===== src/hdl/ortml_pkg.sv =====
// Shared types and constants for the ordered rule table merge and lookup block.
`default_nettype none

package ortml_pkg;

  localparam int unsigned TABLE_DEPTH = 16;
  localparam int unsigned IDX_W = $clog2(TABLE_DEPTH);
  localparam int unsigned CNT_W = $clog2(TABLE_DEPTH + 1);

  localparam logic [2:0] PART_ANY = 3'd5;

  localparam logic FUNC_MERGE  = 1'b0;
  localparam logic FUNC_LOOKUP = 1'b1;

  localparam logic [1:0] STAT_OK        = 2'd0;
  localparam logic [1:0] STAT_FULL      = 2'd1;
  localparam logic [1:0] STAT_UNMATCHED = 2'd2;

  typedef struct packed {
    logic [2:0]  to_part;
    logic [2:0]  from_part;
    logic        net_is_any;
    logic [31:0] net_id;
  } key_t;

  typedef struct packed {
    logic [7:0]  hash;
    logic [31:0] word;
  } flav_t;

  typedef struct packed {
    key_t  key;
    flav_t flav;
  } entry_t;

  typedef struct packed {
    logic hit;
    logic stop;
  } cmp_res_t;

  typedef enum logic [2:0] {
    ST_IDLE,
    ST_SRD,
    ST_SCMP,
    ST_MRD,
    ST_MWR,
    ST_PUT,
    ST_DONE
  } state_e;

endpackage

`default_nettype wire


===== src/hdl/ortml_if.sv =====
// Request and response channel interfaces.
`default_nettype none

interface ortml_req_if;
  logic        valid;
  logic        ready;
  logic        func;
  logic [31:0] net_id;
  logic        net_is_any;
  logic [2:0]  from_part;
  logic [2:0]  to_part;
  logic [31:0] flavor_word;
  logic        flavor_valid;
  logic [7:0]  hash_choice;
  logic        peer_is_loopback;

  modport source (
    output valid, func, net_id, net_is_any, from_part, to_part,
           flavor_word, flavor_valid, hash_choice, peer_is_loopback,
    input  ready
  );
  modport sink (
    input  valid, func, net_id, net_is_any, from_part, to_part,
           flavor_word, flavor_valid, hash_choice, peer_is_loopback,
    output ready
  );
endinterface

interface ortml_rsp_if;
  logic                        valid;
  logic                        ready;
  logic [1:0]                  status;
  logic                        found;
  logic [31:0]                 found_flavor;
  logic [7:0]                  found_hash;
  logic [ortml_pkg::CNT_W-1:0] rule_count;

  modport source (
    output valid, status, found, found_flavor, found_hash, rule_count,
    input  ready
  );
  modport sink (
    input  valid, status, found, found_flavor, found_hash, rule_count,
    output ready
  );
endinterface

`default_nettype wire


===== src/hdl/ortml_cmp.sv =====
// Shared key compare unit: merge match / stop point and lookup compatibility.
`default_nettype none

module ortml_cmp (
  input  wire logic              lookup_i,
  input  wire ortml_pkg::key_t   probe_i,
  input  wire ortml_pkg::key_t   entry_i,
  output ortml_pkg::cmp_res_t    res_o
);

  logic same_net, same_dir, probe_dir_specific, entry_dir_specific;
  logic net_ok, from_ok, to_ok;

  always_comb begin
    same_net = (probe_i.net_is_any == entry_i.net_is_any) &&
               (probe_i.net_id == entry_i.net_id);
    same_dir = (probe_i.from_part == entry_i.from_part) &&
               (probe_i.to_part == entry_i.to_part);
    probe_dir_specific = (probe_i.from_part != ortml_pkg::PART_ANY) ||
                         (probe_i.to_part != ortml_pkg::PART_ANY);
    entry_dir_specific = (entry_i.from_part != ortml_pkg::PART_ANY) ||
                         (entry_i.to_part != ortml_pkg::PART_ANY);

    net_ok  = probe_i.net_is_any || entry_i.net_is_any ||
              (entry_i.net_id == probe_i.net_id);
    from_ok = (probe_i.from_part == ortml_pkg::PART_ANY) ||
              (entry_i.from_part == ortml_pkg::PART_ANY) ||
              (entry_i.from_part == probe_i.from_part);
    to_ok   = (probe_i.to_part == ortml_pkg::PART_ANY) ||
              (entry_i.to_part == ortml_pkg::PART_ANY) ||
              (entry_i.to_part == probe_i.to_part);

    if (lookup_i) begin
      res_o.hit  = net_ok && from_ok && to_ok;
      res_o.stop = 1'b0;
    end else begin
      res_o.hit  = same_net && same_dir;
      // specific rule stops at the first wildcard entry in that respect
      res_o.stop = (!same_net && !probe_i.net_is_any && entry_i.net_is_any) ||
                   (same_net && !same_dir && probe_dir_specific && !entry_dir_specific);
    end
  end

endmodule

`default_nettype wire


===== src/hdl/ordered_rule_table_merge_lookup.sv =====
// Top level: ordered wildcard rule table with merge and first-match lookup.
// Usage:
//   req_i carries one request per valid/ready handshake: func selects merge
//   (insert, overwrite or delete a rule) or lookup (first compatible rule).
//   rsp_o returns exactly one response per request: status, found flag,
//   matched flavor word and hash, and the rule count after the request.
//   One request is processed at a time; req_i.ready is high only while the
//   sequencer is idle. The table lives in a single-port-write, registered
//   read memory; one shared compare unit checks the entries one after another.
//   Each scanned entry is read (ST_SRD) and then compared (ST_SCMP); on
//   insert or delete each moved entry is read (ST_MRD) and then written
//   (ST_MWR). An insert ends by writing the new rule (ST_PUT).
//   The response sits in an output register; the next request is taken
//   while it waits, and a finished request waits only if the previous
//   response has still not been taken.
//   Reset empties the table (rule count zero); table contents need no clear.
`default_nettype none

module ordered_rule_table_merge_lookup (
  input  wire logic    clk_i,
  input  wire logic    rst_ni,
  ortml_req_if.sink    req_i,
  ortml_rsp_if.source  rsp_o
);

  localparam int unsigned DEPTH = ortml_pkg::TABLE_DEPTH;
  localparam int unsigned IDX_W = ortml_pkg::IDX_W;
  localparam int unsigned CNT_W = ortml_pkg::CNT_W;
  localparam logic [CNT_W-1:0] CNT_ONE  = CNT_W'(1);
  localparam logic [CNT_W-1:0] CNT_FULL = CNT_W'(DEPTH);

  ortml_pkg::state_e state_q, state_d;

  ortml_pkg::key_t   key_q, key_d;
  ortml_pkg::flav_t  flav_q, flav_d;
  logic              func_q, func_d;
  logic              fvalid_q, fvalid_d;
  logic              del_q, del_d;
  logic [CNT_W-1:0]  idx_q, idx_d;
  logic [CNT_W-1:0]  mv_q, mv_d;
  logic [CNT_W-1:0]  held_q, held_d;
  logic [1:0]        status_q, status_d;
  logic              found_q, found_d;
  ortml_pkg::flav_t  fflav_q, fflav_d;

  logic              out_valid_q, out_valid_d;
  logic [1:0]        out_status_q, out_status_d;
  logic              out_found_q, out_found_d;
  ortml_pkg::flav_t  out_flav_q, out_flav_d;
  logic [CNT_W-1:0]  out_count_q, out_count_d;

  ortml_pkg::entry_t mem [DEPTH];
  ortml_pkg::entry_t rdata_q;
  ortml_pkg::entry_t wdata;
  logic              rd_en, wr_en;
  logic [IDX_W-1:0]  raddr, waddr;

  ortml_pkg::cmp_res_t cmp_res;

  ortml_cmp u_cmp (
    .lookup_i (func_q),
    .probe_i  (key_q),
    .entry_i  (rdata_q.key),
    .res_o    (cmp_res)
  );

  always_ff @(posedge clk_i) begin
    if (wr_en) begin
      mem[waddr] <= wdata;
    end
    if (rd_en) begin
      rdata_q <= mem[raddr];
    end
  end

  always_ff @(posedge clk_i or negedge rst_ni) begin
    if (!rst_ni) begin
      state_q     <= ortml_pkg::ST_IDLE;
      held_q      <= '0;
      out_valid_q <= 1'b0;
    end else begin
      state_q     <= state_d;
      held_q      <= held_d;
      out_valid_q <= out_valid_d;
    end
  end

  always_ff @(posedge clk_i) begin
    key_q        <= key_d;
    flav_q       <= flav_d;
    func_q       <= func_d;
    fvalid_q     <= fvalid_d;
    del_q        <= del_d;
    idx_q        <= idx_d;
    mv_q         <= mv_d;
    status_q     <= status_d;
    found_q      <= found_d;
    fflav_q      <= fflav_d;
    out_status_q <= out_status_d;
    out_found_q  <= out_found_d;
    out_flav_q   <= out_flav_d;
    out_count_q  <= out_count_d;
  end

  always_comb begin
    state_d      = state_q;
    key_d        = key_q;
    flav_d       = flav_q;
    func_d       = func_q;
    fvalid_d     = fvalid_q;
    del_d        = del_q;
    idx_d        = idx_q;
    mv_d         = mv_q;
    held_d       = held_q;
    status_d     = status_q;
    found_d      = found_q;
    fflav_d      = fflav_q;
    out_valid_d  = out_valid_q && !rsp_o.ready;
    out_status_d = out_status_q;
    out_found_d  = out_found_q;
    out_flav_d   = out_flav_q;
    out_count_d  = out_count_q;
    rd_en        = 1'b0;
    raddr        = idx_q[IDX_W-1:0];
    wr_en        = 1'b0;
    waddr        = idx_q[IDX_W-1:0];
    wdata        = '{key: key_q, flav: flav_q};
    req_i.ready  = 1'b0;

    unique case (state_q) inside
      ortml_pkg::ST_IDLE: begin
        req_i.ready = 1'b1;
        if (req_i.valid) begin
          key_d.net_id     = req_i.net_is_any ? 32'd0 : req_i.net_id;
          key_d.net_is_any = req_i.net_is_any;
          key_d.from_part  = req_i.from_part;
          key_d.to_part    = req_i.to_part;
          flav_d.word      = req_i.flavor_word;
          flav_d.hash      = req_i.hash_choice;
          func_d           = req_i.func;
          fvalid_d         = req_i.flavor_valid;
          idx_d            = '0;
          status_d         = ortml_pkg::STAT_OK;
          found_d          = 1'b0;
          fflav_d          = '0;
          if (req_i.func == ortml_pkg::FUNC_LOOKUP && req_i.peer_is_loopback) begin
            state_d = ortml_pkg::ST_DONE;
          end else begin
            state_d = ortml_pkg::ST_SRD;
          end
        end
      end

      ortml_pkg::ST_SRD, ortml_pkg::ST_SCMP: begin
        // scan end: either past the last rule or at a stop point
        if ((state_q == ortml_pkg::ST_SRD && idx_q == held_q) ||
            (state_q == ortml_pkg::ST_SCMP && func_q == ortml_pkg::FUNC_MERGE &&
             !cmp_res.hit && cmp_res.stop)) begin
          if (func_q == ortml_pkg::FUNC_LOOKUP) begin
            state_d = ortml_pkg::ST_DONE;
          end else if (!fvalid_q) begin
            status_d = ortml_pkg::STAT_UNMATCHED;
            state_d  = ortml_pkg::ST_DONE;
          end else if (held_q == CNT_FULL) begin
            status_d = ortml_pkg::STAT_FULL;
            state_d  = ortml_pkg::ST_DONE;
          end else begin
            del_d   = 1'b0;
            mv_d    = held_q;
            state_d = ortml_pkg::ST_MRD;
          end
        end else if (state_q == ortml_pkg::ST_SRD) begin
          rd_en   = 1'b1;
          state_d = ortml_pkg::ST_SCMP;
        end else if (cmp_res.hit) begin
          if (func_q == ortml_pkg::FUNC_LOOKUP) begin
            found_d = 1'b1;
            fflav_d = rdata_q.flav;
            state_d = ortml_pkg::ST_DONE;
          end else if (fvalid_q) begin
            wr_en   = 1'b1;
            state_d = ortml_pkg::ST_DONE;
          end else begin
            del_d   = 1'b1;
            mv_d    = idx_q;
            state_d = ortml_pkg::ST_MRD;
          end
        end else begin
          idx_d   = idx_q + CNT_ONE;
          state_d = ortml_pkg::ST_SRD;
        end
      end

      ortml_pkg::ST_MRD: begin
        if (del_q) begin
          if (mv_q + CNT_ONE < held_q) begin
            rd_en   = 1'b1;
            raddr   = IDX_W'(mv_q + CNT_ONE);
            state_d = ortml_pkg::ST_MWR;
          end else begin
            held_d  = held_q - CNT_ONE;
            state_d = ortml_pkg::ST_DONE;
          end
        end else if (mv_q > idx_q) begin
          rd_en   = 1'b1;
          raddr   = IDX_W'(mv_q - CNT_ONE);
          state_d = ortml_pkg::ST_MWR;
        end else begin
          state_d = ortml_pkg::ST_PUT;
        end
      end

      ortml_pkg::ST_MWR: begin
        wr_en   = 1'b1;
        waddr   = mv_q[IDX_W-1:0];
        wdata   = rdata_q;
        mv_d    = del_q ? mv_q + CNT_ONE : mv_q - CNT_ONE;
        state_d = ortml_pkg::ST_MRD;
      end

      ortml_pkg::ST_PUT: begin
        wr_en   = 1'b1;
        held_d  = held_q + CNT_ONE;
        state_d = ortml_pkg::ST_DONE;
      end

      ortml_pkg::ST_DONE: begin
        if (!out_valid_q || rsp_o.ready) begin
          out_valid_d  = 1'b1;
          out_status_d = status_q;
          out_found_d  = found_q;
          out_flav_d   = fflav_q;
          out_count_d  = held_q;
          state_d      = ortml_pkg::ST_IDLE;
        end
      end

      default: begin
        state_d = ortml_pkg::ST_IDLE;
      end
    endcase
  end

  assign rsp_o.valid        = out_valid_q;
  assign rsp_o.status       = out_status_q;
  assign rsp_o.found        = out_found_q;
  assign rsp_o.found_flavor = out_flav_q.word;
  assign rsp_o.found_hash   = out_flav_q.hash;
  assign rsp_o.rule_count   = out_count_q;

endmodule

`default_nettype wire

===== src/flat_wrapper.sv =====
// flat-port wrapper written by rule: the top's interface ports become plain ports
module ordered_rule_table_merge_lookup_flat 
  (clk_i, rst_ni, req_i_valid, req_i_func, req_i_net_id, req_i_net_is_any, req_i_from_part, req_i_to_part, req_i_flavor_word, req_i_flavor_valid, req_i_hash_choice, req_i_peer_is_loopback, req_i_ready, rsp_o_valid, rsp_o_status, rsp_o_found, rsp_o_found_flavor, rsp_o_found_hash, rsp_o_rule_count, rsp_o_ready);
  ortml_req_if req_i_i ();
  ortml_rsp_if rsp_o_i ();
  input  wire logic clk_i;
  input  wire logic rst_ni;
  input wire logic [$bits(req_i_i.valid)-1:0] req_i_valid;
  input wire logic [$bits(req_i_i.func)-1:0] req_i_func;
  input wire logic [$bits(req_i_i.net_id)-1:0] req_i_net_id;
  input wire logic [$bits(req_i_i.net_is_any)-1:0] req_i_net_is_any;
  input wire logic [$bits(req_i_i.from_part)-1:0] req_i_from_part;
  input wire logic [$bits(req_i_i.to_part)-1:0] req_i_to_part;
  input wire logic [$bits(req_i_i.flavor_word)-1:0] req_i_flavor_word;
  input wire logic [$bits(req_i_i.flavor_valid)-1:0] req_i_flavor_valid;
  input wire logic [$bits(req_i_i.hash_choice)-1:0] req_i_hash_choice;
  input wire logic [$bits(req_i_i.peer_is_loopback)-1:0] req_i_peer_is_loopback;
  output wire logic [$bits(req_i_i.ready)-1:0] req_i_ready;
  output wire logic [$bits(rsp_o_i.valid)-1:0] rsp_o_valid;
  output wire logic [$bits(rsp_o_i.status)-1:0] rsp_o_status;
  output wire logic [$bits(rsp_o_i.found)-1:0] rsp_o_found;
  output wire logic [$bits(rsp_o_i.found_flavor)-1:0] rsp_o_found_flavor;
  output wire logic [$bits(rsp_o_i.found_hash)-1:0] rsp_o_found_hash;
  output wire logic [$bits(rsp_o_i.rule_count)-1:0] rsp_o_rule_count;
  input wire logic [$bits(rsp_o_i.ready)-1:0] rsp_o_ready;
  assign req_i_i.valid = req_i_valid;
  assign req_i_i.func = req_i_func;
  assign req_i_i.net_id = req_i_net_id;
  assign req_i_i.net_is_any = req_i_net_is_any;
  assign req_i_i.from_part = req_i_from_part;
  assign req_i_i.to_part = req_i_to_part;
  assign req_i_i.flavor_word = req_i_flavor_word;
  assign req_i_i.flavor_valid = req_i_flavor_valid;
  assign req_i_i.hash_choice = req_i_hash_choice;
  assign req_i_i.peer_is_loopback = req_i_peer_is_loopback;
  assign req_i_ready = req_i_i.ready;
  assign rsp_o_valid = rsp_o_i.valid;
  assign rsp_o_status = rsp_o_i.status;
  assign rsp_o_found = rsp_o_i.found;
  assign rsp_o_found_flavor = rsp_o_i.found_flavor;
  assign rsp_o_found_hash = rsp_o_i.found_hash;
  assign rsp_o_rule_count = rsp_o_i.rule_count;
  assign rsp_o_i.ready = rsp_o_ready;
  ordered_rule_table_merge_lookup u_core (.clk_i(clk_i), .rst_ni(rst_ni), .req_i(req_i_i), .rsp_o(rsp_o_i));
endmodule

===== config.mk =====
export PLATFORM = sky130hd
export DESIGN_NAME = ordered_rule_table_merge_lookup_flat
export DESIGN_NICKNAME = d
export VERILOG_FILES = /design/src/hdl/ortml_pkg.sv /design/src/hdl/ortml_if.sv /design/src/hdl/ortml_cmp.sv /design/src/hdl/ordered_rule_table_merge_lookup.sv /design/src/flat_wrapper.sv
export SDC_FILE = /design/constraint.sdc
export NUM_CORES = 2
export LEC_CHECK = 0
export BUFFER_PORTS_ARGS = -buffer_cell sky130_fd_sc_hd__buf_2
export CAP_MARGIN = 20
export CORE_MARGIN = 5
export CORE_UTILIZATION = 60
export CTS_CLUSTER_SIZE = 14
export DETAILED_ROUTE_END_ITERATION = 6
export GPL_TIMING_DRIVEN = 0
export PLACE_DENSITY = 0.82
export SLEW_MARGIN = 20
export SYNTH_ARGS = -nofsm -noshare
export SYNTH_HDL_FRONTEND = slang
export SYNTH_SLANG_ARGS = --single-unit

===== constraint.sdc =====
create_clock -name clk_i -period 20.2 [get_ports clk_i]
set_input_delay 1.01 -clock clk_i [delete_from_list [all_inputs] [get_ports clk_i]]
set_output_delay 1.01 -clock clk_i [all_outputs]
set_load 0.01 [all_outputs]

==> results.cfg <==
[run_status]
status = complete, no violations

[synthesis]
yosys-top-cells-area = edfxtp_1 (77%), mux2i_1 (5.4%), mux2_2 (4.5%)
synth_top_flop_cell = edfxtp_1
synth.distinct_cells = 62
yosys.area_share.adder_pct = 0.390
synth_enable_flop_cells = 1526
synth_common_cells = edfxtp_1 (1526), nand2_1 (337), mux2i_1 (321), mux2_2 (237), a32oi_1 (158)
synthSimpleGateAreaFrac_pct = 4.79
synth_top_family_by_area = multiplexers
synth-async-reset-ratio_pct = 0.586
yosysTopAreaCellShare_pct = 76.8
yosysMostFrequentCell = edfxtp_1
syn-instance-count = 3390
ys_seq_elements = 1535
yosysSeqAreaShare_pct = 77.2
synth_xor_area_share_pct = 0.866
yosys_warnings = 0
avgSynthCellArea_um2 = 17.6
yosysTopAreaCell = edfxtp_1
syn_nets = 3494
synthesis.area_um2 = 59700
synth_compound_area_share_pct = 5.33
yosys-mux-area-fraction_pct = 9.86

[critical_path]
ff2ff_path_depth = 11
cp-start-kind = register
r2r-end = u_core.mem[6][43]
cp_max_fo = 18
required_ps = 20650
crit_path_end_kind = register
critPathCapture = u_core.mem[6][43]
worstPathArrival_ps = 5910
r2r_slack_ps = 14740
timing.rr.start = u_core.key_q[2]
worstSetupStartpoint = u_core.key_q[2]
crit_type = register to register

[clocking]
cts_hold_buffers = 0
htreeDepth = 4
cts_setup_buffers = 0
clkSinkCount = 1535
clock_latency_ps = 770
cts_tree = yes
clk_pin_slew_ps = 70
numCtsBuffers = 147
cts-root-buf = clkbuf_16
max-clock-path-buffers = 3
post_cts_resized = 0

[sta]
finalSetupViolCount = 0
slew_headroom_pct = 23.2
report.final.hold_viol_count = 0
fmax_mhz = 183
rsz0062_at_grt = false
fin_hold_ws_ps = 81.6
fin_worst_skew_ps = 40.7
tightest_slew_ps = 1150
setup_ws_ps = 14740
period_needed_ps = 5460
period_share_pct = 27.0
finalMaxSlewViolations = 0
finalSetupTns_ps = 0

[place]
pre_cts_ws_ps = 14920
dp_cells = 4907
dp_hpwl_um = 95600
portBuffers = 135
gp_congestion = 0.841

[floorplan]
die_area_um2 = 106000
io-pin-count = 136
start_util_pct = 60.5
die_h_um = 325
rows = 115
core_area_um2 = 98600
die_w_um = 325

[job]
drv_cap = 0

[finish]
nNetsFinal = 3873
instances_no_fill = 5174
seqCellArea_um2 = 46000
layout-drive-gt1-share_pct = 20.5
multi_input_area_um2 = 12800
nFillCells = 5564
area_delta_synth_final_pct = 15.0
final_util_pct = 69.6

[detailed_routing]
drtAntennaViolNets = 0
avgRoutedWirePerCell_um = 29.8
drcViolationCount = 0
drt_iter0_drc = 5105
drt_first_pass_iters = 6
wl_um = 154000
via_per_inst = 6.62
via_count = 34200

[global_routing]
grt_first_pass_wirelength_um = 225000
grt_pass1_vias = 34700
antenna_found_initial = 3
grt_use_total_pct = 28.6
grt.overflow.total = 0
grt_max_degree = 23

[min_path]
hold_path.class = primary input to async pin

[power_and_ir_drop]
power_leakage_uw = 0.0229
p_per_area_nw_per_um2 = 156
ir_worst_vdd_v = 0.000110
## state kept, by name, indices dropped and copies added (netlist names)
| register | count |
|---|---|
| u_core.mem | 1264 |
| u_core.rdata_q | 79 |
| u_core.fflav_q | 40 |
| u_core.flav_q | 40 |
| u_core.key_q | 39 |
| u_core.rsp_o.found_flavor | 32 |
| u_core.rsp_o.found_hash | 8 |
| u_core.held_q | 5 |
| u_core.idx_q | 5 |
| u_core.mv_q | 5 |
| u_core.rsp_o.rule_count | 5 |
| u_core.state_q | 3 |
| u_core.rsp_o.status | 2 |
| u_core.status_q | 2 |
| u_core.del_q | 1 |
| u_core.found_q | 1 |
| u_core.func_q | 1 |
| u_core.fvalid_q | 1 |
| u_core.rsp_o.found | 1 |
| u_core.rsp_o.valid | 1 |
## kinds of logic (layout without fill, tap and decap cells)
| logic type | after synthesis | in the layout |
|---|---|---|
| other | 0 | 1 |
| AND/OR/NAND/NOR | 611 | 611 |
| buffers and inverters | 212 | 708 |
| multiplexers | 558 | 558 |
| AO/OA/AOI/OAI | 397 | 397 |
| flip-flops | 1535 | 1535 |
| XOR/XNOR | 59 | 59 |
| adder cells (fa/ha/maj) | 18 | 18 |
## metrics by stage
step                total power [uW]  cell area (um^2)
floorplan                       6640             59700
global placement                7780             61900
detailed placement              7970             64100
CTS                            10600             68600
global route                   11000             68600
finish                         10700             68600
## routing by layer
metal / vias to the layer above / track usage (%) / routed length, um
met4: 6 / 14.1 / 8280
met1: 16900 / 37.4 / 54900
met5: - / 0 / 37
met2: 2591 / 46.1 / 73800
li1: 14200 / - / -
met3: 481 / 6.47 / 17000
## layout by cell type, fill, tap and decap left out, types with 19 or more instances in the layout
master	count
o22ai_1	81
mux2_2	237
nor2b_1	38
buf_12	32
clkinv_2	22
a32oi_1	158
edfxtp_1	1526
clkbuf_16	150
and3_1	82
buf_16	41
a221oi_1	80
and2_1	45
clkinv_1	34
buf_4	19
nand2_1	337
a21oi_1	20
xnor2_1	48
mux2i_1	321
nor2_1	25
clkbuf_1	121
buf_2	225
inv_1	26
## critical path, cell delays in order (launching register included)
cell	delay [ps]
edfxtp_1	420
xnor2_1	780
nand4_1	220
nor4_1	910
nand2_1	280
o41a_1	550
nor2_1	210
a22oi_1	340
nor2_4	720
buf_16	260
buf_12	200
buf_8	190
## area by class of cell
class	count	share of cell area (%)
antenna	1	0.00365
buffer	185	1.22
clock buffer	190	5.70
clock inverter	76	0.872
inverter	27	0.148
multi-input combinational	1643	18.7
sequential	1535	67.1
tap	1287	2.35
timing repair buffer	230	3.87
## where the power goes
part / leakage (uW) / switching, uW / internal, uW
sequential: 0.0139 / 168 / 4350
clock: 0.00221 / 1160 / 1460
combinational: 0.00678 / 2360 / 1190
## how the worst min path moves through the flow
stage                                  start                            end  slack [ps]  cells after the start
final                                 rst_ni             u_core.rsp_o.valid          80                      1
after global routing                  rst_ni             u_core.rsp_o.valid         100                      1
after CTS                             rst_ni             u_core.rsp_o.valid          60                      1
after detailed placement  u_core.fflav_q[10]  u_core.rsp_o.found_flavor[10]         400                      0
after global placement    u_core.fflav_q[17]  u_core.rsp_o.found_flavor[17]         400                      0
after floorplan               u_core.found_q             u_core.rsp_o.found         400                      0
Power figures use the tool's default switching activity.
